### config.mk
export PLATFORM = sky130hd
export DESIGN_NAME = fgn_div_cell
export DESIGN_NICKNAME = d
export VERILOG_FILES = /design/src/rtl/fgn_pkg.sv /design/src/rtl/fgn_div_cell.sv
export SDC_FILE = /design/constraint.sdc
export NUM_CORES = 1
export LEC_CHECK = 0
export ABC_CLOCK_PERIOD_IN_PS = 4750
export BUFFER_PORTS_ARGS = -buffer_cell sky130_fd_sc_hd__buf_4
export CORE_MARGIN = 3
export CORE_UTILIZATION = 49
export DETAILED_ROUTE_END_ITERATION = 8
export PLACE_DENSITY = 0.78
export SKIP_LAST_GASP = 1
export SLEW_MARGIN = 40
export SYNTH_ARGS = -nofsm -noshare
export SYNTH_HDL_FRONTEND = slang
export SYNTH_SLANG_ARGS = --single-unit
### constraint.sdc
create_clock -name clk -period 4.75 [get_ports clk]
set_input_delay 0.7125 -clock clk [delete_from_list [all_inputs] [get_ports clk]]
set_output_delay 0.7125 -clock clk [all_outputs]
set_load 0.02 [all_outputs]
### src/rtl/fgn_pkg.sv
// fgn_pkg: shared types, constants and arithmetic helpers of the fractal noise unit
// depends on nothing; used by the octave cells, the divider cells and the top level
`default_nettype none
package fgn_pkg;

  localparam int FRAC_BITS   = 16;
  localparam int MAX_OCTAVES = 8;

  // quotient bits of the normalizing divider, one divider cell each
  localparam int DIV_STEPS   = 17;

  localparam logic [16:0] ONE        = 17'h10000;
  localparam logic [30:0] FREQ_LIMIT = 31'h7fff_ffff;

  // corner hash multipliers
  localparam logic [31:0] HASH_MUL_X   = 32'd374761393;
  localparam logic [31:0] HASH_MUL_Y   = 32'd668265263;
  localparam logic [31:0] HASH_MUL_MIX = 32'd1274126177;

  // configuration register indexes
  localparam logic [1:0] REG_SEED    = 2'd0;
  localparam logic [1:0] REG_OCTAVES = 2'd1;
  localparam logic [1:0] REG_PERSIST = 2'd2;
  localparam logic [1:0] REG_LACUN   = 2'd3;

  // per-sample bundle handed from one octave cell to the next
  typedef struct packed {
    logic signed [31:0] cx;
    logic signed [31:0] cy;
    logic [31:0]        seed;
    logic [3:0]         count;
    logic [15:0]        pers;
    logic [23:0]        lac;
    logic [30:0]        freq;
    logic [16:0]        amp;
    logic [19:0]        amp_sum;
    logic signed [39:0] total;
  } fgn_bus_t;

  // per-sample bundle of the normalizing divider
  typedef struct packed {
    logic [39:0] num;
    logic [19:0] den;
    logic [16:0] quo;
    logic        zero;
    logic        sat;
  } fgn_div_t;

  // low byte of the mixed corner hash; only the low byte of the last product is kept
  function automatic logic [7:0] hash_byte(logic [31:0] seed, logic [31:0] px,
                                           logic [31:0] py);
    logic [31:0] h;
    logic [31:0] g;
    logic [15:0] m;
    h = seed ^ px ^ py;
    g = h ^ (h >> 13);
    m = g[7:0] * HASH_MUL_MIX[7:0];
    return m[7:0];
  endfunction

  // diagonal gradient picked by the low three hash bits
  function automatic logic signed [18:0] grad(logic [2:0] sel, logic signed [17:0] x,
                                              logic signed [17:0] y);
    logic signed [18:0] u;
    logic signed [18:0] v;
    logic signed [18:0] su;
    logic signed [18:0] sv;
    u  = sel[2] ? 19'(y) : 19'(x);
    v  = sel[2] ? 19'(x) : 19'(y);
    su = sel[0] ? -u : u;
    sv = sel[1] ? -v : v;
    return su + sv;
  endfunction

  // t times x in Q.16, rounded half up
  function automatic logic signed [23:0] rmul(logic [15:0] t, logic signed [23:0] x);
    logic signed [40:0] p;
    p = $signed({1'b0, t}) * x;
    p = p + 41'sd32768;
    return p[39:16];
  endfunction

  // linear blend of two corner values, rounded
  function automatic logic signed [19:0] blend(logic signed [18:0] a, logic signed [18:0] b,
                                               logic [16:0] w);
    logic signed [38:0] s;
    logic [16:0]        wc;
    wc = ONE - w;
    s  = a * $signed({1'b0, wc}) + b * $signed({1'b0, w});
    s  = s + 39'sd32768;
    return s[35:16];
  endfunction

endpackage
`default_nettype wire

### src/rtl/fgn_div_cell.sv
// fgn_div_cell: one restoring-division step producing one quotient bit
// depends on fgn_pkg (divider bundle type)
`default_nettype none
module fgn_div_cell (
  input  wire logic             clk,
  input  wire logic             rst,
  input  wire logic             adv,
  input  wire logic [4:0]       bit_idx,
  input  wire logic             valid_in,
  input  wire fgn_pkg::fgn_div_t div_in,
  output logic                  valid_out,
  output fgn_pkg::fgn_div_t     div_out
);

  logic [39:0]       trial;
  fgn_pkg::fgn_div_t div_next;

  assign trial = 40'(div_in.den) << bit_idx;

  // valid bit
  always_ff @(posedge clk) begin
    if (rst) begin
      valid_out <= 1'b0;
    end else if (adv) begin
      valid_out <= valid_in;
    end
  end

  // subtract shifted divisor when it fits
  always_comb begin
    div_next = div_in;
    if (div_in.num >= trial) begin
      div_next.num          = div_in.num - trial;
      div_next.quo[bit_idx] = 1'b1;
    end
  end

  always_ff @(posedge clk) begin
    if (adv) begin
      div_out <= div_next;
    end
  end

endmodule
`default_nettype wire

==> flow_summary.json <==
{
  "cts_buffers": 9,
  "clock.fmax_mhz": 224,
  "clock-sinks": 80,
  "grt_max_degree": 53,
  "period_share_pct": 94.2,
  "max_slew_margin_pct": 52.2,
  "synthTopCellsByArea": "edfxtp_1 36%, ha_1 7.9%, nand2_1 5.9%, a21oi_1 4.5%, a21o_1 3.8%",
  "clk_latency_ps": 350,
  "hp-start": "rst",
  "crit_path_start_kind": "input pin",
  "finalWirelength_um": 19000,
  "cp.arrival_ps": 4580,
  "ys_seq_area_share_pct": 36.6,
  "syn_avg_cell_area_sq_um": 8.93,
  "core-area_sq_um": 12800,
  "synth_top_area_share_pct": 36.3,
  "placed_area_sq_um": 8290,
  "async_flop_share_pct": 0,
  "dr.pass1.iters": 5,
  "die_area_sq_um": 14700,
  "htree_levels": 3,
  "startpoint": "bit_idx[0]",
  "die_h_um": 121,
  "start_util_pct": 50.9,
  "hpwl_um": 15000,
  "cp_top_family": "compound AO/OA/AOI/OAI gates",
  "final_common_cell": "buf_4",
  "grt_pass1_vias": 5878,
  "track_usage_pct": 25.5,
  "cp_max_fo": 19,
  "path_class": "in2reg",
  "final_max_slew_viol_count": 0,
  "power.density_nw_per_um2": 323,
  "tightestPinTransition_ps": 715,
  "critPathRequiredTime_ps": 4860,
  "area_growth_pct": 31.5,
  "fp.dieW_um": 121,
  "grt.overflow.total": 0,
  "n_fill_cell": 1093,
  "synth-edff-count": 79,
  "status": "finished, final reports clean",
  "clockBufferDepth": 2,
  "rsz0062_at_grt": "no",
  "synth_ff_type": "edfxtp_1",
  "path_cells": "buf_4 > buf_4 > mux2_2 > o21ai_0 > o21ai_0 > o21ai_0 > inv_1 > a22oi_1 > ha_1 > a21oi_1 > nand3_1 > a21oi_1 > or2_0 > o31a_1 > o211ai_2 > mux2i_1 > a211o_1",
  "yosys.cell_types.count": 64,
  "period_needed_ps": 4470,
  "ff_latch_area_sq_um": 2390,
  "antenna_found_initial": 0,
  "avgRoutedWirePerCell_um": 17.3,
  "crit_buf_inv": 3,
  "syn_area_sq_um": 6530,
  "diodes": 0,
  "place_inst": 1086,
  "num_io_pins": 168,
  "most-common-layout-cells": "220 x buf_4, 103 x nand2_1, 79 x edfxtp_1, 58 x a21oi_1, 47 x nor2_1",
  "vias_per_cell": 5.75,
  "end_kind": "register",
  "synth_top_area_cell": "edfxtp_1",
  "io_buffers": 167,
  "cts_root_buf": "clkbuf_16",
  "globalplace.congestion": 0.945,
  "multi_input_area_sq_um": 3900,
  "yosys_warnings": 0,
  "rr_startpoint": "valid_out$_SDFFE_PP0P_",
  "ir_drop_mv": 0.173,
  "setup_viol_count_final": 0,
  "finalInstanceArea_sq_um": 8580,
  "clock-skew-final_ps": 0,
  "route.detailed.drc": 0,
  "syn_nets": 861,
  "first_iter_violations": 547,
  "layout-drive-gt1-share_pct": 28.4,
  "cts_tree": "yes",
  "hold_class": "in2reg",
  "hold_viol": 0,
  "synth.ff_latch_count": 80,
  "worst_path_most_repeated_cell": "o21ai_0",
  "clkTransAtPathRegs_ps": 70,
  "final_cells": 1102,
  "leakagePower_nw": 3.74,
  "grt_pass1_wl_um": 29400,
  "num_vias": 6335,
  "synth_cells": 731,
  "cap_violations": 0,
  "critPathMaxStageDelay_ps": 360,
  "fin_nets": 1055,
  "cp_slowest_cell": "ha_1",
  "drtAntennaViolNets": 0,
  "whs_ps": 508,
  "rows": 41
}
==> routing by layer <==
metal | up-vias | part of all wire [%] | track usage, %
li1 | 3101 | - | -
met1 | 2914 | 44 | 35.2
met2 | 296 | 45 | 39.8
met3 | 24 | 8.8 | 5.55
met4 | 0 | 1.9 | 8.47
met5 | - | 0 | 0
==> kinds of logic after synthesis <==
| family | after synthesis | synth area share (%) |
|---|---|---|
| AO/OA/AOI/OAI | 245 | 23.6 |
| XOR/XNOR | 34 | 4.56 |
| adder cells (fa/ha/maj) | 42 | 8.16 |
| buffers and inverters | 61 | 3.78 |
| flip-flops | 80 | 36.6 |
| multiplexers | 37 | 7.01 |
| AND/OR/NAND/NOR | 232 | 16.3 |
==> report_power, final <==
group | internal [mW] | total (mW) | switching [mW]
logic | 0.514 | 1.17 | 0.657
registers | 0.899 | 0.927 | 0.0272
clock network | 0.365 | 0.677 | 0.312
total | 1.78 | 2.78 | 0.997
==> stage by stage <==
step                      setup TNS, ps  setup slack (ps)  power [mW]  utilization (%)
after floorplan                       0              47.7        1.65                -
after global placement                0              4.65        2.09             64.7
after detailed placement          -22.1             -12.4        2.10             64.7
after CTS                             0               341        2.78             66.9
after global routing                  0              28.5        2.93             66.9
final                                 0               278        2.78             66.9
==> synth_stat cells (4+ instances only) <==
master,n
and3_1,5
ha_1,41
o21ai_1,37
nor2b_1,13
and2_1,4
mux2i_1,21
a21oi_1,59
clkbuf_1,23
a22oi_1,9
nand4_1,9
o21a_1,7
buf_2,8
mux2_2,7
edfxtp_1,79
nand2_1,103
o21ai_0,40
mux4_2,6
a21o_1,33
buf_1,7
nand3_1,10
inv_1,21
a211oi_1,9
nor2_1,47
xnor2_1,17
nor3_1,10
o21bai_1,5
xor2_1,17
a31oi_1,10
nand2b_1,15
==> worst reg2reg max path, stage by stage (launching register included) <==
cell,delay (ps)
dfxtp_1,310
mux2i_1,120
nor2_1,50
==> final cells by class <==
| cell class | instances | share of cell area (%) |
|---|---|---|
| Clock buffer | 9 | 2.62 |
| Clock inverter | 7 | 0.714 |
| Inverter | 21 | 0.918 |
| Multi-Input combinational cell | 590 | 45.4 |
| Sequential cell | 80 | 27.9 |
| Tap cell | 172 | 2.51 |
| Timing Repair Buffer | 223 | 19.9 |
==> flip-flops by register name (all words and copies together), names as in the netlist <==
name and count:
div_out 79, valid_out 1
==> repair_timing <==
action / 4_1_cts / 5_1_grt
resized for setup: 0 / 1
hold buffers: 0 / 0
setup endpoints to repair: 0 / 9
buffers inserted: 0 / 0
endpoints found under the hold margin: 0 / 0
==> worst paths after layout <==
path         slack, ps                     end  cells past startpoint
min reg2reg        510  valid_out$_SDFFE_PP0P_                      2
max reg2reg       4160  valid_out$_SDFFE_PP0P_                      2
min                510  valid_out$_SDFFE_PP0P_                      2
max                280   div_out[78]$_DFFE_PP_                     17
No activity file was read; power rests on OpenSTA's default activity.
